`src/hdl/frame_store_alpha_blend_defines.svh`:
```
`ifndef FRAME_STORE_ALPHA_BLEND_DEFINES_SVH
`define FRAME_STORE_ALPHA_BLEND_DEFINES_SVH

// cond holds at this edge, so prop holds at the same edge
`define FSAB_ASSERT_NOW(label, cond, prop) \
    label: assert property (@(posedge aclk) disable iff (!aresetn) (cond) |-> (prop)) \
        else $error("fsab check failed");

// cond holds at this edge, so prop holds at the next edge
`define FSAB_ASSERT_NEXT(label, cond, prop) \
    label: assert property (@(posedge aclk) disable iff (!aresetn) (cond) |=> (prop)) \
        else $error("fsab check failed");

`endif

```
`src/hdl/fsab_pkg.sv`:
```
`timescale 1ns / 1ps

package fsab_pkg;

    localparam int MAX_WIDTH   = 256;
    localparam int MAX_HEIGHT  = 256;
    localparam int ADDR_W      = $clog2(MAX_WIDTH * MAX_HEIGHT);
    localparam int NUM_CH      = 4;
    localparam int QUEUE_DEPTH = 4;
    localparam int QPTR_W      = $clog2(QUEUE_DEPTH);

    // input function codes
    localparam logic [1:0] FUNC_WRITE = 2'd0;
    localparam logic [1:0] FUNC_READ  = 2'd1;
    localparam logic [1:0] FUNC_BLEND = 2'd2;

    // classified operation carried to the back end
    localparam logic [1:0] OP_WRITE = 2'd0;
    localparam logic [1:0] OP_READ  = 2'd1;
    localparam logic [1:0] OP_BLEND = 2'd2;
    localparam logic [1:0] OP_DROP  = 2'd3;

    // configuration register indexes
    localparam logic [2:0] REG_WIDTH    = 3'd0;
    localparam logic [2:0] REG_HEIGHT   = 3'd1;
    localparam logic [2:0] REG_CHANNELS = 3'd2;
    localparam logic [2:0] REG_OFFSET_X = 3'd3;
    localparam logic [2:0] REG_OFFSET_Y = 3'd4;
    localparam logic [2:0] REG_FACTOR   = 3'd5;

    localparam logic [8:0] FACTOR_ONE = 9'd256;
    localparam logic [7:0] ALPHA_OPAQUE = 8'hff;

    typedef struct packed {
        logic [1:0]        op;
        logic [ADDR_W-1:0] addr;
        logic [31:0]       src;   // r in bits 7..0 up to a in 31..24
        logic [15:0]       wa;    // alpha * capped factor, 65280 is 1.0
    } fsab_item_t;

    typedef struct packed {
        logic [NUM_CH-1:0] keep;  // stored channels
    } fsab_cfg_t;

    // pixel as a reader sees it: unstored channels read as 0,0,0,255
    function automatic logic [31:0] load_px(input logic [31:0] word,
                                            input logic [NUM_CH-1:0] keep);
        logic [31:0] px;
        for (int c = 0; c < NUM_CH; c++) begin
            if (keep[c]) begin
                px[8*c +: 8] = word[8*c +: 8];
            end else if (c == NUM_CH - 1) begin
                px[8*c +: 8] = ALPHA_OPAQUE;
            end else begin
                px[8*c +: 8] = 8'd0;
            end
        end
        return px;
    endfunction

    // only stored channels replace bytes of the word
    function automatic logic [31:0] merge_px(input logic [31:0] word,
                                             input logic [31:0] px,
                                             input logic [NUM_CH-1:0] keep);
        logic [31:0] res;
        for (int c = 0; c < NUM_CH; c++) begin
            res[8*c +: 8] = keep[c] ? px[8*c +: 8] : word[8*c +: 8];
        end
        return res;
    endfunction

endpackage

```
`src/hdl/fsab_queue.sv`:
```
`timescale 1ns / 1ps

module fsab_queue (
    input  logic                 aclk,
    input  logic                 aresetn,
    input  logic                 push_valid,
    output logic                 push_ready,
    input  fsab_pkg::fsab_item_t push_item,
    output logic                 pop_valid,
    input  logic                 pop_ready,
    output fsab_pkg::fsab_item_t pop_item
);
    import fsab_pkg::*;

    fsab_item_t        slot_reg [QUEUE_DEPTH];
    logic [QPTR_W-1:0] wr_ptr_reg;
    logic [QPTR_W-1:0] wr_ptr_next;
    logic [QPTR_W-1:0] rd_ptr_reg;
    logic [QPTR_W-1:0] rd_ptr_next;
    logic [QPTR_W:0]   count_reg;
    logic [QPTR_W:0]   count_next;
    logic              push_fire;
    logic              pop_fire;

    assign push_ready = count_reg != (QPTR_W + 1)'(QUEUE_DEPTH);
    assign pop_valid  = count_reg != '0;
    assign pop_item   = slot_reg[rd_ptr_reg];
    assign push_fire  = push_valid && push_ready;
    assign pop_fire   = pop_valid && pop_ready;

    always_comb begin
        wr_ptr_next = push_fire ? wr_ptr_reg + 1'b1 : wr_ptr_reg;
        rd_ptr_next = pop_fire ? rd_ptr_reg + 1'b1 : rd_ptr_reg;
        count_next  = count_reg;
        if (push_fire && !pop_fire) begin
            count_next = count_reg + 1'b1;
        end else if (pop_fire && !push_fire) begin
            count_next = count_reg - 1'b1;
        end
    end

    always_ff @(posedge aclk) begin
        if (!aresetn) begin
            wr_ptr_reg <= '0;
            rd_ptr_reg <= '0;
            count_reg  <= '0;
        end else begin
            wr_ptr_reg <= wr_ptr_next;
            rd_ptr_reg <= rd_ptr_next;
            count_reg  <= count_next;
        end
    end

    always_ff @(posedge aclk) begin
        if (push_fire) begin
            slot_reg[wr_ptr_reg] <= push_item;
        end
    end

endmodule

```
`config.mk`:
```
export PLATFORM = sky130hd
export DESIGN_NAME = fsab_queue
export DESIGN_NICKNAME = d
export VERILOG_FILES = /design/src/hdl/frame_store_alpha_blend_defines.svh /design/src/hdl/fsab_pkg.sv /design/src/hdl/fsab_queue.sv
export SDC_FILE = /design/constraint.sdc
export NUM_CORES = 1
export LEC_CHECK = 0
export ABC_AREA = 1
export BUFFER_PORTS_ARGS = -buffer_cell sky130_fd_sc_hd__buf_2
export CAP_MARGIN = 20
export CORE_AREA = 3 3 141 143
export CTS_BUF_LIST = sky130_fd_sc_hd__clkbuf_16
export DETAILED_ROUTE_END_ITERATION = 10
export DIE_AREA = 0 0 144 146
export GPL_ROUTABILITY_DRIVEN = 0
export PLACE_DENSITY = 0.79
export SYNTH_ARGS = -nofsm -noshare
export SYNTH_HDL_FRONTEND = slang
export SYNTH_SLANG_ARGS = --single-unit
```
`constraint.sdc`:
```
create_clock -name aclk -period 5.3 [get_ports aclk]
set_clock_uncertainty 0.15 [all_clocks]
set_input_delay 0.795 -clock aclk [delete_from_list [all_inputs] [get_ports aclk]]
set_output_delay 0.795 -clock aclk [all_outputs]
set_load 0.01 [all_outputs]
```
==> impl_metrics.ini <==
[yosys]
synth.distinct_cells = 25
synth_fa_ha_area_share_pct = 0.759
dominantRegCellSynth = edfxtp_1
synthMuxAreaShare_pct = 0
synth_top_area_share_pct = 72.9
synth-compound-area-share_pct = 12.5
synth_seq_cells = 273
synth_seq_area_share_pct = 74.6
synth_async_sr_flop_share_pct = 0
avgSynthCellArea_um2 = 15.4
synthSimpleGateAreaFrac_pct = 8.83
yosysWarnings = 0
syn_area_um2 = 10900
synth_top_family_by_area = compound AO/OA/AOI/OAI gates
synth-xor-area-share_pct = 0.0805
synth.area.top_cells = edfxtp_1 (73%), o21ai_0 (5.5%), o22ai_2 (4.6%)
synth-edff-count = 264
netlist_instances = 706
synthesis.nets = 782
synth_area_leader_cell = edfxtp_1

[clocking]
cts_root_buffer = clkbuf_16
clk_pin_slew_ns = 0.06
tritoncts = yes
cts_buffers = 26
clock_sinks = 273
ctsResizeCount = 0
cts_max_path_buffers = 3
clock_latency_ns = 0.51
post_cts_buffers = 0
hold_buffers = 0
cts_max_level = 1

[route]
wirelength_mm = 20.5
vias = 6188
met1_length_mm = 8.26
route.met3.wl_mm = 1.57
dr.max_layer_used = met5
vias_per_cell = 5.65
drc = 0
drtIter0Drc = 474
route.met2.wl_mm = 10.3
wire_per_inst_um = 18.7
ant_nets = 0
dr.pass1.iters = 4

[global_routing]
antenna_found_initial = 4
grt_pass1_vias = 6225
grt_pass1_wl_mm = 32.2
grt_max_degree = 85
grt_use_total_pct = 19.3
grt.overflow.total = 0

[floorplanning]
start_util_pct = 58.1
fp.dieArea_um2 = 21000
rows = 50
fp.dieW_um = 144
dieHeight_um = 146
ios = 138
coreArea_um2 = 18700

[worst_hold_path]
min_path_type = in2reg

[timing]
post-route-period-util_pct = 68.1
slew_violations = 0
setup_viol = 0
setup_tns_ns = 0
slew_headroom_pct = 30.9
hold_violations = 0
period_minus_slack_ns = 3.61
tightest_slew_ns = 1.03
grt_setup_unrepaired = false
max_freq_mhz = 277

[power_and_ir_drop]
p_leak_uw = 0.00432
ir_worst_vdd_mv = 0.286
p_per_area_nw_per_um2 = 471
power.total_uw = 5880

[worst_setup_path]
slowest_delay_ns = 0.62
crit_fanout = 71
crit_slowest_cell = inv_6
arrival_ns = 2.66
path_class = reg2out
crit_chain = inv_6 > buf_4 > o21ai_0 > o22ai_2 > buf_2
end_kind = output port
path_buf_inv = 3
startpoint_type = flip-flop
crit_family = buffers and inverters
required_ns = 4.36

[cells_and_area]
multiInputGateArea_um2 = 2440
drive_gt1_share_pct = 32.8
fillers = 1260
largest_register_ffs = 264
nNetsFinal = 917
final-seq-area_um2 = 8110
area_growth_pct = 14.8

[run]
maxCapViolCount = 0

[place]
hpwl_mm = 11.8
portBuffers = 137

[outcome]
status = completed
[stage by stage]
step           instances  area (um2)  setup slack (ns)  hold WS, ns  util, %
6_report            1095       12500              1.69        0.350     66.7
5_1_grt             1095       12500              1.54        0.330     66.7
4_1_cts             1094       12500              1.66        0.332     66.7
3_5_place_dp        1047       11700              2.21        0.340     62.5
3_3_place_gp        1047       11700              2.25        0.334     62.5
2_1_floorplan        706       10900             0.991        0.315        -
[kinds of logic (layout without fill, tap and decap cells)]
logic type | Yosys count | in the layout
simple gates | 166 | 166
buf+inv | 58 | 212
fa+ha+maj | 6 | 6
flops | 273 | 273
other cells | 0 | 1
xor+xnor | 1 | 1
compound gates | 202 | 202
[metal layers]
layer  vias to the layer above  GRT usage (%)
li1                       2909              -
met1                      3070           25.9
met2                       177           32.1
met3                        26           4.93
met4                         6           4.43
met5                         -              0
[layout by cell type (no fill, tap or decap), types with 3 or more instances in the layout]
cell type / n
edfxtp_1: 264
buf_2: 137
o21ai_0: 119
nor2_1: 91
nor2_4: 44
o22ai_2: 40
clkbuf_16: 27
o22ai_1: 26
inv_1: 23
nand2_1: 15
nor2_2: 11
buf_4: 11
o21ai_1: 10
clkinv_1: 8
dfxtp_1: 7
ha_1: 5
o21ai_2: 4
nand3_1: 4
a21oi_1: 3
[where the power goes]
| group | switching (uW) | leakage [uW] | internal, uW |
|---|---|---|---|
| Combinational | 973 | 0.00141 | 514 |
| Clock | 709 | 0.000411 | 960 |
| Sequential | 97.1 | 0.00249 | 2630 |
| Total | 1780 | 0.00432 | 4100 |
[final timing paths]
check                                                start                   endpoint  slack [ns]  cells after the start
worst min register to register  rd_ptr_reg[1]$_SDFFE_PN0P_                  flip-flop        0.35                      2
worst min-delay path                         push_item[57]  slot_reg[2][57]$_DFFE_PP_        0.35                      1
worst max-delay path                             flip-flop                pop_item[8]        1.69                      5
worst max register to register   count_reg[0]$_SDFFE_PN0P_   slot_reg[1][8]$_DFFE_PP_        2.71                      5
[synth_stat cells (10+ instances only)]
| cell | count |
|---|---|
| edfxtp_1 | 264 |
| o21ai_0 | 119 |
| nor2_1 | 95 |
| nor2_4 | 40 |
| o22ai_2 | 40 |
| o22ai_1 | 26 |
| clkbuf_1 | 22 |
| nand2_1 | 15 |
| inv_1 | 14 |
| nor2_2 | 11 |
| o21ai_1 | 10 |
[layout make-up]
type	instances	area share (%)
Timing Repair Buffer	149	6.31
Clock inverter	20	0.852
Clock buffer	27	5.41
Sequential cell	273	65.0
Tap cell	234	2.35
Multi-Input combinational cell	375	19.5
Inverter	16	0.521
Antenna cell	1	0.0200
Note: power is estimated with default switching activity, not from simulation.
