--- config.mk ---
export PLATFORM = sky130hd
export DESIGN_NAME = fsab_front
export DESIGN_NICKNAME = d
export VERILOG_FILES = /design/src/hdl/frame_store_alpha_blend_defines.svh /design/src/hdl/fsab_pkg.sv /design/src/hdl/fsab_front.sv
export SDC_FILE = /design/constraint.sdc
export NUM_CORES = 1
export LEC_CHECK = 0
export BUFFER_PORTS_ARGS = -buffer_cell sky130_fd_sc_hd__buf_2
export CAP_MARGIN = 40
export CORE_MARGIN = 10
export CORE_UTILIZATION = 45
export DETAILED_ROUTE_END_ITERATION = 7
export GPL_TIMING_DRIVEN = 0
export PLACE_DENSITY = 0.66
export RECOVER_POWER = 25
export SLEW_MARGIN = 0
export SYNTH_ARGS = -nofsm -noshare
export SYNTH_HDL_FRONTEND = slang
export SYNTH_SLANG_ARGS = --single-unit
--- constraint.sdc ---
create_clock -name aclk -period 10.5 [get_ports aclk]
set_input_delay 1.05 -clock aclk [delete_from_list [all_inputs] [get_ports aclk]]
set_output_delay 1.05 -clock aclk [all_outputs]
set_load 0.1 [all_outputs]
--- src/hdl/frame_store_alpha_blend_defines.svh ---
`ifndef FRAME_STORE_ALPHA_BLEND_DEFINES_SVH
`define FRAME_STORE_ALPHA_BLEND_DEFINES_SVH

// cond holds at this edge, so prop holds at the same edge
`define FSAB_ASSERT_NOW(label, cond, prop) \
    label: assert property (@(posedge aclk) disable iff (!aresetn) (cond) |-> (prop)) \
        else $error("fsab check failed");

// cond holds at this edge, so prop holds at the next edge
`define FSAB_ASSERT_NEXT(label, cond, prop) \
    label: assert property (@(posedge aclk) disable iff (!aresetn) (cond) |=> (prop)) \
        else $error("fsab check failed");

`endif

--- src/hdl/fsab_pkg.sv ---
`timescale 1ns / 1ps

package fsab_pkg;

    localparam int MAX_WIDTH   = 256;
    localparam int MAX_HEIGHT  = 256;
    localparam int ADDR_W      = $clog2(MAX_WIDTH * MAX_HEIGHT);
    localparam int NUM_CH      = 4;
    localparam int QUEUE_DEPTH = 4;
    localparam int QPTR_W      = $clog2(QUEUE_DEPTH);

    // input function codes
    localparam logic [1:0] FUNC_WRITE = 2'd0;
    localparam logic [1:0] FUNC_READ  = 2'd1;
    localparam logic [1:0] FUNC_BLEND = 2'd2;

    // classified operation carried to the back end
    localparam logic [1:0] OP_WRITE = 2'd0;
    localparam logic [1:0] OP_READ  = 2'd1;
    localparam logic [1:0] OP_BLEND = 2'd2;
    localparam logic [1:0] OP_DROP  = 2'd3;

    // configuration register indexes
    localparam logic [2:0] REG_WIDTH    = 3'd0;
    localparam logic [2:0] REG_HEIGHT   = 3'd1;
    localparam logic [2:0] REG_CHANNELS = 3'd2;
    localparam logic [2:0] REG_OFFSET_X = 3'd3;
    localparam logic [2:0] REG_OFFSET_Y = 3'd4;
    localparam logic [2:0] REG_FACTOR   = 3'd5;

    localparam logic [8:0] FACTOR_ONE = 9'd256;
    localparam logic [7:0] ALPHA_OPAQUE = 8'hff;

    typedef struct packed {
        logic [1:0]        op;
        logic [ADDR_W-1:0] addr;
        logic [31:0]       src;   // r in bits 7..0 up to a in 31..24
        logic [15:0]       wa;    // alpha * capped factor, 65280 is 1.0
    } fsab_item_t;

    typedef struct packed {
        logic [NUM_CH-1:0] keep;  // stored channels
    } fsab_cfg_t;

    // pixel as a reader sees it: unstored channels read as 0,0,0,255
    function automatic logic [31:0] load_px(input logic [31:0] word,
                                            input logic [NUM_CH-1:0] keep);
        logic [31:0] px;
        for (int c = 0; c < NUM_CH; c++) begin
            if (keep[c]) begin
                px[8*c +: 8] = word[8*c +: 8];
            end else if (c == NUM_CH - 1) begin
                px[8*c +: 8] = ALPHA_OPAQUE;
            end else begin
                px[8*c +: 8] = 8'd0;
            end
        end
        return px;
    endfunction

    // only stored channels replace bytes of the word
    function automatic logic [31:0] merge_px(input logic [31:0] word,
                                             input logic [31:0] px,
                                             input logic [NUM_CH-1:0] keep);
        logic [31:0] res;
        for (int c = 0; c < NUM_CH; c++) begin
            res[8*c +: 8] = keep[c] ? px[8*c +: 8] : word[8*c +: 8];
        end
        return res;
    endfunction

endpackage

--- src/hdl/fsab_front.sv ---
`timescale 1ns / 1ps

module fsab_front (
    input  logic                 aclk,
    input  logic                 aresetn,
    input  logic                 cfg_valid,
    output logic                 cfg_ready,
    input  logic [2:0]           cfg_index,
    input  logic [8:0]           cfg_data,
    input  logic                 s_tvalid,
    output logic                 s_tready,
    input  logic [47:0]          s_tdata,
    input  logic [1:0]           s_tuser,
    output logic                 push_valid,
    input  logic                 push_ready,
    output fsab_pkg::fsab_item_t push_item,
    output fsab_pkg::fsab_cfg_t  cfg_out
);
    import fsab_pkg::*;

    logic [8:0] width_reg;
    logic [8:0] height_reg;
    logic [2:0] channels_reg;
    logic [8:0] offset_x_reg;
    logic [8:0] offset_y_reg;
    logic [8:0] factor_reg;

    logic [1:0]        func;
    logic [7:0]        x_in;
    logic [7:0]        y_in;
    logic [7:0]        alpha_in;
    logic [8:0]        off_x;
    logic [8:0]        off_y;
    logic signed [9:0] x_eff;
    logic signed [9:0] y_eff;
    logic [8:0]        w_eff;
    logic [8:0]        h_eff;
    logic              in_image;
    logic [16:0]       row_base;
    logic [16:0]       addr_full;
    logic [8:0]        factor_cap;
    logic [16:0]       wa_full;

    assign cfg_ready = 1'b1;

    always_ff @(posedge aclk) begin
        if (!aresetn) begin
            width_reg    <= 9'(MAX_WIDTH);
            height_reg   <= 9'(MAX_HEIGHT);
            channels_reg <= 3'(NUM_CH);
            offset_x_reg <= '0;
            offset_y_reg <= '0;
            factor_reg   <= FACTOR_ONE;
        end else if (cfg_valid && cfg_ready) begin
            case (cfg_index)
                REG_WIDTH:    width_reg    <= cfg_data;
                REG_HEIGHT:   height_reg   <= cfg_data;
                REG_CHANNELS: channels_reg <= cfg_data[2:0];
                REG_OFFSET_X: offset_x_reg <= cfg_data;
                REG_OFFSET_Y: offset_y_reg <= cfg_data;
                REG_FACTOR:   factor_reg   <= cfg_data;
                default: ;
            endcase
        end
    end

    always_comb begin
        for (int c = 0; c < NUM_CH; c++) begin
            cfg_out.keep[c] = channels_reg > 3'(c);
        end
    end

    assign func     = s_tuser;
    assign x_in     = s_tdata[7:0];
    assign y_in     = s_tdata[15:8];
    assign alpha_in = s_tdata[47:40];

    // offsets only move a blend source
    assign off_x = (func == FUNC_BLEND) ? offset_x_reg : 9'd0;
    assign off_y = (func == FUNC_BLEND) ? offset_y_reg : 9'd0;
    assign x_eff = $signed({2'b00, x_in}) + $signed({off_x[8], off_x});
    assign y_eff = $signed({2'b00, y_in}) + $signed({off_y[8], off_y});

    assign w_eff = (width_reg > 9'(MAX_WIDTH)) ? 9'(MAX_WIDTH) : width_reg;
    assign h_eff = (height_reg > 9'(MAX_HEIGHT)) ? 9'(MAX_HEIGHT) : height_reg;

    assign in_image = !x_eff[9] && !y_eff[9] && (x_eff[8:0] < w_eff) && (y_eff[8:0] < h_eff);

    assign row_base  = {9'd0, y_eff[7:0]} * {8'd0, w_eff};
    assign addr_full = row_base + {9'd0, x_eff[7:0]};

    assign factor_cap = (factor_reg > FACTOR_ONE) ? FACTOR_ONE : factor_reg;
    assign wa_full    = {9'd0, alpha_in} * {8'd0, factor_cap};

    always_comb begin
        push_item.addr = addr_full[ADDR_W-1:0];
        push_item.src  = s_tdata[47:16];
        push_item.wa   = wa_full[15:0];
        unique case (func)
            FUNC_WRITE: push_item.op = in_image ? OP_WRITE : OP_DROP;
            FUNC_READ:  push_item.op = in_image ? OP_READ : OP_DROP;
            FUNC_BLEND: push_item.op = in_image ? OP_BLEND : OP_DROP;
            default:    push_item.op = OP_DROP;
        endcase
    end

    assign push_valid = s_tvalid;
    assign s_tready   = push_ready;

endmodule

==> impl_metrics.xml, run 1 <==
<?xml version="1.0" encoding="UTF-8"?>
<metrics>
  <group name="status">
    <metric name="run_status" unit="">completed</metric>
  </group>
  <group name="logic_synthesis">
    <metric name="synthDominantCellAreaShare" unit="">0.229</metric>
    <metric name="synth_area" unit="µm²">8030</metric>
    <metric name="flop_and_latch_count_out_of_synthesis" unit="">48</metric>
    <metric name="ys.flop_type" unit="">dfxtp_1</metric>
    <metric name="yosys_warnings" unit="">0</metric>
    <metric name="post_synthesis_cell_type_with_the_largest_combined_area" unit="">fa_1</metric>
    <metric name="synth_top_cells_by_area" unit="">fa_1, ha_1, dfxtp_1, nand2_1, inv_1</metric>
    <metric name="seq_area_frac_synth" unit="">0.120</metric>
    <metric name="synth_edf_count" unit="">0</metric>
    <metric name="yosys-top-cells-count" unit="">nand2_1, inv_1, ha_1</metric>
    <metric name="synth.net_count" unit="">1272</metric>
    <metric name="synth.avg_cell_area" unit="µm²">7.95</metric>
    <metric name="netlist_instances" unit="">1010</metric>
    <metric name="ys_async_sr_fraction" unit="">0</metric>
    <metric name="netlist-cell-type-count" unit="">50</metric>
    <metric name="yosys.cell_count.top_type" unit="">nand2_1</metric>
  </group>
  <group name="drt">
    <metric name="violation_count_after_the_first_detailed_route_iteration" unit="">292</metric>
    <metric name="post-route-drc-count" unit="">0</metric>
    <metric name="detail_route.first_pass.iterations" unit="">5</metric>
    <metric name="detail_route.vias_per_cell" unit="">4.95</metric>
    <metric name="drt-total-wl" unit="mm">18.9</metric>
    <metric name="detail-route-antenna-nets" unit="">0</metric>
    <metric name="via_count" unit="">6668</metric>
    <metric name="wire_length_per_cell_after_detailed_routing" unit="µm">14.0</metric>
  </group>
  <group name="timing">
    <metric name="postLayoutSetupSlackWorst" unit="ns">1.14</metric>
    <metric name="slew-limit-headroom" unit="">0.447</metric>
    <metric name="fmax" unit="GHz">0.107</metric>
    <metric name="rsz0062_at_grt" unit="">false</metric>
    <metric name="layout_worst_path_cycle_share" unit="">0.891</metric>
    <metric name="timing_hold_violations_final" unit="">0</metric>
    <metric name="timing.final.crit_period" unit="ns">9.36</metric>
    <metric name="timing.final.max_slew_violations" unit="">0</metric>
    <metric name="tightestPinTransition" unit="ns">0.823</metric>
    <metric name="totalNegativeSetupSlack" unit="ns">0</metric>
    <metric name="final.setup_skew" unit="ns">0</metric>
    <metric name="timing.final.setup_violations" unit="">0</metric>
  </group>
  <group name="pwr">
    <metric name="pwr_density_cell" unit="nW/µm²">66.8</metric>
    <metric name="p_leak" unit="µW">0.00448</metric>
    <metric name="vdd_drop_max" unit="V">0.0000965</metric>
  </group>
  <group name="critical_path">
    <metric name="timing.critical_path.arrival" unit="ns">8.31</metric>
    <metric name="worstPathMaxFanout" unit="">10</metric>
    <metric name="timing_worst_setup_path_type" unit="">in -&gt; out</metric>
    <metric name="timing.critical_path.from_type" unit="">input pin</metric>
    <metric name="capturing_element_type_of_the_critical_path" unit="">output pin</metric>
    <metric name="crit_required" unit="ns">9.45</metric>
  </group>
  <group name="clock_network">
    <metric name="numClockSinks" unit="">48</metric>
    <metric name="cts.hold.buffers_added" unit="">0</metric>
    <metric name="clk-insertion-delay-late" unit="ns">0.28</metric>
    <metric name="tritoncts.num_buffers" unit="">5</metric>
    <metric name="cts_h_tree_depth" unit="">2</metric>
    <metric name="path_clk_slew" unit="ns">0.07</metric>
    <metric name="clock_tree.root_cell" unit="">clkbuf_16</metric>
    <metric name="cts_buffer_depth" unit="">2</metric>
    <metric name="cts.repair.resized" unit="">0</metric>
    <metric name="tritoncts_clock_tree" unit="">built</metric>
    <metric name="postCtsSetupBuffers" unit="">0</metric>
  </group>
  <group name="cells_and_area">
    <metric name="multi_input_comb_area" unit="µm²">6140</metric>
    <metric name="fillCellCount" unit="">1778</metric>
    <metric name="drive_above_1_share" unit="">0.136</metric>
    <metric name="design.final.nets" unit="">1384</metric>
    <metric name="area_delta_synth_final" unit="%">11.9</metric>
    <metric name="insertedDiodeCount" unit="">0</metric>
    <metric name="area.sequential" unit="µm²">961</metric>
  </group>
  <group name="placed_design">
    <metric name="hpwlAfterDp" unit="mm">16.4</metric>
    <metric name="place.gp.congestion" unit="">0.873</metric>
    <metric name="pre_cts_slack" unit="ns">1.15</metric>
    <metric name="port_buffers" unit="">103</metric>
  </group>
  <group name="die">
    <metric name="initial_utilization" unit="">0.461</metric>
    <metric name="ioPinCount" unit="">140</metric>
    <metric name="floorplan.die.width" unit="µm">154</metric>
    <metric name="core" unit="µm²">17400</metric>
    <metric name="die-height" unit="µm">154</metric>
    <metric name="row_count" unit="">48</metric>
    <metric name="die-area" unit="µm²">23600</metric>
  </group>
  <group name="global_route">
    <metric name="grt_start_max_net_pins" unit="">16</metric>
    <metric name="first_global_vias" unit="">6624</metric>
    <metric name="grt_first_pass_wirelength" unit="mm">31.9</metric>
    <metric name="grt_overflow_total" unit="">0</metric>
    <metric name="use_met2" unit="">0.254</metric>
    <metric name="grt_use_total" unit="">0.156</metric>
    <metric name="use_met3" unit="">0.0262</metric>
    <metric name="antenna_found_initial" unit="">1</metric>
    <metric name="grt_busiest_layer" unit="">met2</metric>
    <metric name="global_route_met1_utilization" unit="">0.222</metric>
  </group>
  <group name="flow_run">
    <metric name="cap_viol_max_count" unit="">0</metric>
  </group>
  <group name="hold_path">
    <metric name="hp-class" unit="">reg -&gt; reg</metric>
  </group>
</metrics>
==> final cells by class <==
| cell class | instances | area share |
|---|---|---|
| inverters | 149 | 0.0623 |
| plain buffers | 61 | 0.0403 |
| well taps | 225 | 0.0313 |
| clock buffers | 6 | 0.0155 |
| flip-flops and latches | 48 | 0.107 |
| clock inverters | 2 | 0.00153 |
| multi-input cells | 752 | 0.684 |
| repair buffers | 105 | 0.0581 |
==> kinds of logic after synthesis <==
family | Yosys count | synth area share
adder cells (fa/ha/maj) | 195 | 0.390
buffers and inverters | 210 | 0.115
multiplexers | 3 | 0.00374
flip-flops | 48 | 0.120
other | 1 | 0.000467
AND/OR/NAND/NOR | 384 | 0.218
AO/OA/AOI/OAI | 128 | 0.109
XOR/XNOR | 41 | 0.0447
==> layer usage <==
layer  up-vias  share of wire
li1       3352              -
met3         4          0.067
met1      3120           0.48
met5         -              0
met2       192           0.45
met4         0         0.0017
==> where the power goes <==
part           leakage, µW  switching (µW)  total (µW)  internal, µW
clock network    0.0000772            69.2         164          95.3
registers         0.000389            2.57         189           186
logic              0.00402             187         247          59.8
total              0.00448             259         600           341
==> worst max-delay path, cell delays in order <==
cell and delay, ns:
buf_2 0.10, nor2b_1 0.22, clkbuf_1 0.25, and2_1 0.21, ha_1 0.20, fa_1 0.40
a21o_1 0.19, a21oi_1 0.22, o21bai_1 0.12, a21oi_1 0.18, xor2_1 0.53, inv_2 0.17
nand2_1 0.13, fa_1 0.46, fa_1 0.56, inv_1 0.06, fa_1 0.53, inv_1 0.05
fa_1 0.53, inv_1 0.04, ha_1 0.34, a21oi_1 0.25, nor2b_1 0.12, o31ai_1 0.31
a21oi_1 0.15, o311ai_1 0.33, xnor2_1 0.15, buf_2 0.44
==> per-stage QoR <==
stage | power [µW] | instance area (µm²) | utilization | hold slack [ns] | instances
final | 600 | 8980 | 0.516 | 0.458 | 1348
after floorplan | 393 | 8030 | - | 0.438 | 1010
after global placement | 439 | 8820 | 0.507 | 0.447 | 1338
after global routing | 631 | 8980 | 0.516 | 0.482 | 1348
after detailed placement | 441 | 8830 | 0.507 | 0.454 | 1340
after CTS | 603 | 8980 | 0.516 | 0.463 | 1348
==> worst paths after layout <==
kind / slack, ns / cells past startpoint / start / endpoint
worst min register to register: 0.46 / 2 / factor_reg[1] / factor_reg[1]
worst max-delay path: 1.14 / 28 / s_tuser[1] / push_item[63]
worst max register to register: 9.38 / 3 / factor_reg[8] / factor_reg[8]
worst min-delay path: 0.46 / 2 / factor_reg[1] / factor_reg[1]
==> layout by cell type, fill, tap and decap left out, types with 2 or more instances in the layout <==
cell type / netlist / final
nand2_1: 197 / 197
inv_1: 147 / 147
buf_2: 1 / 103
ha_1: 103 / 103
fa_1: 92 / 92
nor2_1: 63 / 63
and2_1: 55 / 55
dfxtp_1: 48 / 48
a21boi_0: 44 / 44
buf_4: 35 / 35
xnor2_1: 33 / 33
a21oi_1: 29 / 29
nor2b_1: 27 / 27
clkbuf_1: 19 / 22
o21ai_0: 15 / 15
a21o_1: 14 / 14
nand3_1: 10 / 10
xor2_1: 8 / 8
nor3_1: 8 / 8
buf_1: 6 / 6
o211ai_1: 6 / 6
nand2b_1: 5 / 5
clkbuf_16: 0 / 5
or3_1: 4 / 4
a211oi_1: 3 / 3
o21bai_1: 3 / 3
and3_1: 3 / 3
mux2i_1: 3 / 3
nor3b_1: 2 / 2
and2b_1: 2 / 2
a31o_2: 2 / 2
o21a_1: 2 / 2
or3b_1: 2 / 2
or2_2: 2 / 2
Power figures use the tool's default switching activity.
==> run 2, diff against run 1 <==
CORE_ASPECT_RATIO = 0.7   (was unset)
==> run 2 against run 1 <==
Against the previous run:
- sequential power hardly changed
- total power rose by 2.0%
- largest cell class unchanged
- critical path depth down 2
- sequential share of layout area hardly changed
- hold slack gained 0.0017 ns
- global-route usage rose by 0.93 points
- critical path type unchanged
==> impl_metrics.xml, run 2 (synthesized netlist as in run 1, its figures left out) <==
<?xml version="1.0" encoding="UTF-8"?>
<metrics>
  <group name="global_route">
    <metric name="first_global_vias" unit="">6378</metric>
    <metric name="antenna_found_initial" unit="">0</metric>
    <metric name="grt_first_pass_wirelength" unit="mm">33.1</metric>
    <metric name="grt_use_total" unit="">0.166</metric>
    <metric name="grt_start_max_net_pins" unit="">16</metric>
    <metric name="grt_overflow_total" unit="">0</metric>
  </group>
  <group name="drt">
    <metric name="drt-total-wl" unit="mm">20.4</metric>
    <metric name="detail_route.vias_per_cell" unit="">4.99</metric>
    <metric name="wire_length_per_cell_after_detailed_routing" unit="µm">15.0</metric>
    <metric name="violation_count_after_the_first_detailed_route_iteration" unit="">492</metric>
    <metric name="via_count" unit="">6752</metric>
    <metric name="post-route-drc-count" unit="">0</metric>
    <metric name="detail-route-antenna-nets" unit="">0</metric>
    <metric name="detail_route.first_pass.iterations" unit="">5</metric>
  </group>
  <group name="cells_and_area">
    <metric name="area_delta_synth_final" unit="%">12.0</metric>
    <metric name="drive_above_1_share" unit="">0.135</metric>
    <metric name="insertedDiodeCount" unit="">0</metric>
    <metric name="design.final.nets" unit="">1384</metric>
    <metric name="layout.cell_area.non_filler" unit="µm²">8990</metric>
    <metric name="fillCellCount" unit="">1739</metric>
    <metric name="layout.core_utilization" unit="">0.519</metric>
    <metric name="most-common-layout-cells" unit="">nand2_1, inv_1, ha_1</metric>
    <metric name="final_common_cell" unit="">nand2_1</metric>
  </group>
  <group name="timing">
    <metric name="final.setup_skew" unit="ns">0</metric>
    <metric name="rsz0062_at_grt" unit="">false</metric>
    <metric name="totalNegativeSetupSlack" unit="ns">0</metric>
    <metric name="timing.final.max_slew_violations" unit="">0</metric>
    <metric name="slew-limit-headroom" unit="">0.442</metric>
    <metric name="tightestPinTransition" unit="ns">0.831</metric>
    <metric name="postLayoutSetupSlackWorst" unit="ns">0.804</metric>
    <metric name="timing_hold_violations_final" unit="">0</metric>
    <metric name="timing.final.crit_period" unit="ns">9.70</metric>
    <metric name="timing.hold.ws" unit="ns">0.460</metric>
    <metric name="fmax" unit="GHz">0.103</metric>
    <metric name="timing.final.setup_violations" unit="">0</metric>
    <metric name="layout_worst_path_cycle_share" unit="">0.923</metric>
  </group>
  <group name="die">
    <metric name="die-area" unit="µm²">23700</metric>
    <metric name="initial_utilization" unit="">0.463</metric>
    <metric name="floorplan.die.width" unit="µm">180</metric>
    <metric name="ioPinCount" unit="">140</metric>
    <metric name="die-height" unit="µm">132</metric>
    <metric name="row_count" unit="">40</metric>
    <metric name="core" unit="µm²">17300</metric>
  </group>
  <group name="critical_path">
    <metric name="regToRegStartpoint" unit="">width_reg[8]</metric>
    <metric name="endpoint" unit="">push_item[63]</metric>
    <metric name="startpoint" unit="">s_tuser[1]</metric>
    <metric name="timing.reg2reg.worst_path_depth" unit="">3</metric>
    <metric name="timing_worst_setup_path_type" unit="">in -&gt; out</metric>
    <metric name="timing.critical_path.from_type" unit="">input pin</metric>
    <metric name="crit_required" unit="ns">9.45</metric>
    <metric name="capturing_element_type_of_the_critical_path" unit="">output pin</metric>
    <metric name="timing.critical_path.arrival" unit="ns">8.65</metric>
    <metric name="r2r_slack" unit="ns">9.28</metric>
    <metric name="worstPathMaxFanout" unit="">10</metric>
    <metric name="r2r-end" unit="">width_reg[8]</metric>
  </group>
  <group name="clock_network">
    <metric name="path_clk_slew" unit="ns">0.08</metric>
    <metric name="tritoncts.num_buffers" unit="">5</metric>
    <metric name="cts_buffer_depth" unit="">2</metric>
    <metric name="cts.hold.buffers_added" unit="">0</metric>
    <metric name="tritoncts_clock_tree" unit="">built</metric>
    <metric name="clk-insertion-delay-late" unit="ns">0.30</metric>
    <metric name="numClockSinks" unit="">48</metric>
    <metric name="cts_h_tree_depth" unit="">2</metric>
    <metric name="cts.repair.resized" unit="">0</metric>
    <metric name="clock_tree.root_cell" unit="">clkbuf_16</metric>
    <metric name="postCtsSetupBuffers" unit="">0</metric>
  </group>
  <group name="flow_run">
    <metric name="cap_viol_max_count" unit="">0</metric>
  </group>
  <group name="placed_design">
    <metric name="pre_cts_slack" unit="ns">0.855</metric>
    <metric name="port_buffers" unit="">103</metric>
    <metric name="hpwlAfterDp" unit="mm">17.8</metric>
    <metric name="place.gp.congestion" unit="">0.962</metric>
    <metric name="placedInstanceArea" unit="µm²">8840</metric>
  </group>
  <group name="pwr">
    <metric name="p_leak" unit="µW">0.00448</metric>
    <metric name="vdd_drop_max" unit="V">0.0000697</metric>
    <metric name="pwr_density_cell" unit="nW/µm²">68.1</metric>
  </group>
  <group name="hold_path">
    <metric name="hp-class" unit="">reg -&gt; reg</metric>
  </group>
  <group name="status">
    <metric name="run_status" unit="">completed</metric>
  </group>
</metrics>
## run 2: worst min path at each step
stage	from	endpoint	slack [ns]	cells past startpoint
after floorplan	height_reg[0]	height_reg[0]	0.44	2
after global placement	offset_y_reg[0]	offset_y_reg[0]	0.45	2
after detailed placement	width_reg[4]	width_reg[4]	0.45	2
after CTS	width_reg[4]	width_reg[4]	0.46	2
after global routing	factor_reg[1]	factor_reg[1]	0.48	2
final	width_reg[4]	width_reg[4]	0.46	2
## run 2: layer usage
metal,vias to the layer above,part of all wire,track usage,routed length [µm]
met5,-,0,0,0
met4,0,0.0010,0.00779,21
met3,2,0.11,0.0464,2270
met2,280,0.36,0.209,7420
met1,3116,0.52,0.272,10700
li1,3354,-,-,-
## run 2: power by group
group | internal, µW | switching [µW]
combinational | 59.7 | 190
sequential | 186 | 2.57
clock | 95.5 | 78.4
## run 2: area by class of cell
cell class,count,area (µm²),share of cell area
multi-input cells,752,6140,0.684
flip-flops and latches,48,961,0.107
inverters,149,559,0.0622
repair buffers,105,520,0.0579
plain buffers,61,362,0.0402
well taps,231,289,0.0322
clock buffers,6,139,0.0155
clock inverters,2,13.8,0.00153
## run 2: through the flow
stage          std cells  power (µW)
4_1_cts             1354         613
2_1_floorplan       1010         393
3_5_place_dp        1346         442
5_1_grt             1354         637
3_3_place_gp        1344         441
6_report            1354         612
## run 2: worst max-delay path, stage by stage
cell and delay [ns]:
buf_2 0.10, nor2b_1 0.50, clkbuf_1 0.33, and2_1 0.24, ha_1 0.24, a21oi_1 0.20
nor2_1 0.10, nor3b_1 0.37, xor2_1 0.61, inv_1 0.26, nand2_1 0.15, fa_1 0.47
fa_1 0.56, inv_1 0.06, fa_1 0.53, inv_1 0.05, fa_1 0.52, inv_1 0.04
ha_1 0.33, a21oi_1 0.24, nor2b_1 0.11, o31ai_1 0.36, a21oi_1 0.15, o311ai_1 0.43
xnor2_1 0.16, buf_2 0.44
==> run 3, diff against run 2 <==
CAP_MARGIN = unset   (was 40)
CTS_CLUSTER_SIZE = 25   (was unset)
PLACE_DENSITY = 0.69   (was 0.66)
clock period = 7.8 ns   (was 10.5 ns; I/O delays follow)
==> run 3 against run 2 <==
Against the previous run:
- via count increased by 0.84%
- total power up 40%
- core utilization rose by 2.2 points
==> impl_metrics.xml, run 3 (synthesized netlist as in run 1, its figures left out) <==
<?xml version="1.0" encoding="UTF-8"?>
<metrics>
  <group name="critical_path">
    <metric name="worst-path-buf-inv" unit="">8</metric>
    <metric name="timing.critical_path.arrival" unit="ns">6.85</metric>
    <metric name="crit_slowest_cell" unit="">fa_1</metric>
    <metric name="stage_delay_of_the_slowest_cell_on_the_critical_path" unit="ns">0.54</metric>
    <metric name="timing.critical_path.from_type" unit="">input pin</metric>
    <metric name="largest_delay_contributor_family_on_the_critical_path" unit="">adder cells</metric>
    <metric name="worstPathMaxFanout" unit="">10</metric>
    <metric name="capturing_element_type_of_the_critical_path" unit="">output pin</metric>
    <metric name="timing.critical_path.mode_cell" unit="">fa_1</metric>
    <metric name="crit_required" unit="ns">7.02</metric>
    <metric name="timing_worst_setup_path_type" unit="">in -&gt; out</metric>
  </group>
  <group name="clock_network">
    <metric name="numClockSinks" unit="">48</metric>
    <metric name="tritoncts.num_buffers" unit="">5</metric>
    <metric name="clock_tree.root_cell" unit="">clkbuf_16</metric>
    <metric name="clk-insertion-delay-late" unit="ns">0.30</metric>
    <metric name="cts_h_tree_depth" unit="">2</metric>
    <metric name="tritoncts_clock_tree" unit="">built</metric>
    <metric name="path_clk_slew" unit="ns">0.07</metric>
    <metric name="cts_buffer_depth" unit="">2</metric>
  </group>
  <group name="pwr">
    <metric name="total_power" unit="µW">858</metric>
    <metric name="pwr_density_cell" unit="nW/µm²">91.5</metric>
    <metric name="vdd_drop_max" unit="V">0.0000866</metric>
    <metric name="p_leak" unit="µW">0.00460</metric>
  </group>
  <group name="timing">
    <metric name="timing.hold.ws" unit="ns">0.459</metric>
    <metric name="timing.final.max_slew_violations" unit="">0</metric>
    <metric name="layout_worst_path_cycle_share" unit="">0.979</metric>
    <metric name="timing.final.setup_violations" unit="">0</metric>
    <metric name="final.setup_skew" unit="ns">0</metric>
    <metric name="slew-limit-headroom" unit="">0.325</metric>
    <metric name="totalNegativeSetupSlack" unit="ns">0</metric>
    <metric name="tightestPinTransition" unit="ns">1.01</metric>
    <metric name="timing_hold_violations_final" unit="">0</metric>
    <metric name="timing.final.crit_period" unit="ns">7.63</metric>
    <metric name="fmax" unit="GHz">0.131</metric>
  </group>
  <group name="hold_path">
    <metric name="hp-class" unit="">reg -&gt; reg</metric>
  </group>
  <group name="global_route">
    <metric name="grt_overflow_total" unit="">0</metric>
    <metric name="grt_busiest_layer" unit="">met1</metric>
    <metric name="grt_use_total" unit="">0.172</metric>
    <metric name="first_global_vias" unit="">6737</metric>
    <metric name="grt_start_max_net_pins" unit="">17</metric>
    <metric name="use_met2" unit="">0.236</metric>
    <metric name="global_route_met1_utilization" unit="">0.267</metric>
    <metric name="grt_first_pass_wirelength" unit="mm">34.3</metric>
    <metric name="antenna_found_initial" unit="">0</metric>
    <metric name="use_met3" unit="">0.0483</metric>
  </group>
  <group name="cells_and_area">
    <metric name="drive_above_1_share" unit="">0.178</metric>
    <metric name="most-common-layout-cells" unit="">nand2_1, inv_1, buf_2</metric>
    <metric name="instances_no_fill" unit="">1359</metric>
    <metric name="layout.core_utilization" unit="">0.541</metric>
    <metric name="fillCellCount" unit="">1677</metric>
    <metric name="design.final.nets" unit="">1389</metric>
    <metric name="insertedDiodeCount" unit="">0</metric>
    <metric name="final_common_cell" unit="">nand2_1</metric>
    <metric name="area_delta_synth_final" unit="%">16.7</metric>
  </group>
  <group name="placed_design">
    <metric name="port_buffers" unit="">103</metric>
    <metric name="hpwlAfterDp" unit="mm">17.9</metric>
    <metric name="place.gp.congestion" unit="">0.955</metric>
    <metric name="dpl.cell_count" unit="">1344</metric>
  </group>
  <group name="die">
    <metric name="floorplan.die.width" unit="µm">180</metric>
    <metric name="core" unit="µm²">17300</metric>
    <metric name="ioPinCount" unit="">140</metric>
    <metric name="die-area" unit="µm²">23700</metric>
    <metric name="die-height" unit="µm">132</metric>
    <metric name="row_count" unit="">40</metric>
    <metric name="initial_utilization" unit="">0.463</metric>
  </group>
  <group name="drt">
    <metric name="violation_count_after_the_first_detailed_route_iteration" unit="">475</metric>
    <metric name="detail-route-antenna-nets" unit="">0</metric>
    <metric name="detail_route.first_pass.iterations" unit="">4</metric>
    <metric name="detail_route.vias_per_cell" unit="">5.01</metric>
    <metric name="wire_length_per_cell_after_detailed_routing" unit="µm">15.3</metric>
    <metric name="post-route-drc-count" unit="">0</metric>
    <metric name="via_count" unit="">6809</metric>
    <metric name="drt-total-wl" unit="mm">20.8</metric>
  </group>
  <group name="flow_run">
    <metric name="cap_viol_max_count" unit="">0</metric>
  </group>
  <group name="status">
    <metric name="run_status" unit="">completed</metric>
  </group>
</metrics>
[run 3: cell types whose count changed in the layout (fill, tap and decap cells not counted), moves of 5 or more]
cell,change
buf_4,+9
xnor2_1,-8
xnor2_2,+7
a21oi_1,-6
ha_1,-6
a21oi_2,+5
ha_4,+5
[run 3: cell type report]
| type | count | area, µm² | area share |
|---|---|---|---|
| Buffer | 61 | 369 | 0.0394 |
| Inverter | 149 | 562 | 0.0600 |
| Timing Repair Buffer | 110 | 587 | 0.0626 |
| Clock inverter | 3 | 46.3 | 0.00494 |
| Clock buffer | 5 | 125 | 0.0134 |
| Tap cell | 231 | 289 | 0.0308 |
| Multi-Input combinational cell | 752 | 6430 | 0.686 |
| Sequential cell | 48 | 961 | 0.103 |
[run 3: what timing repair did]
item	in CTS	in global routing
gates resized for setup	28	28
hold buffers	0	0
buffers inserted	5	3
pin swaps	7	15
endpoints found under the setup margin	8	7
[run 3: where the power goes]
part	total [µW]	switching (µW)	internal, µW
Clock	250	97.8	152
Combinational	354	263	91.0
Sequential	254	3.45	250
Total	858	364	494
[run 3: layer usage]
layer,share of wire,vias up
li1,-,3355
met3,0.083,4
met4,0.0027,0
met5,0,-
met1,0.53,3212
met2,0.39,238
[run 3: stage by stage]
step / worst slack [ns] / area (µm²)
3_5_place_dp: -1.35 / 8890
3_3_place_gp: -1.37 / 8890
5_1_grt: -0.0117 / 9370
2_1_floorplan: -0.488 / 8090
4_1_cts: 0.0227 / 9250
6_report: 0.166 / 9370
[run 3: path summary, 6_finish.rpt]
path | startpoint | end | slack, ns | cells after the start
worst max-delay path | s_tuser[1] | push_item[63] | 0.17 | 29
worst min-delay path | width_reg[4] | width_reg[4] | 0.46 | 2
worst max register to register | width_reg[8] | width_reg[8] | 6.61 | 3
worst min register to register | width_reg[4] | width_reg[4] | 0.46 | 2
[run 3: worst reg2reg max path, delay by kind of cell, from the launching register on]
family          cells  cell delay, ns
compound gates      1            0.20
buf+inv             2            0.46
flops               1            0.46
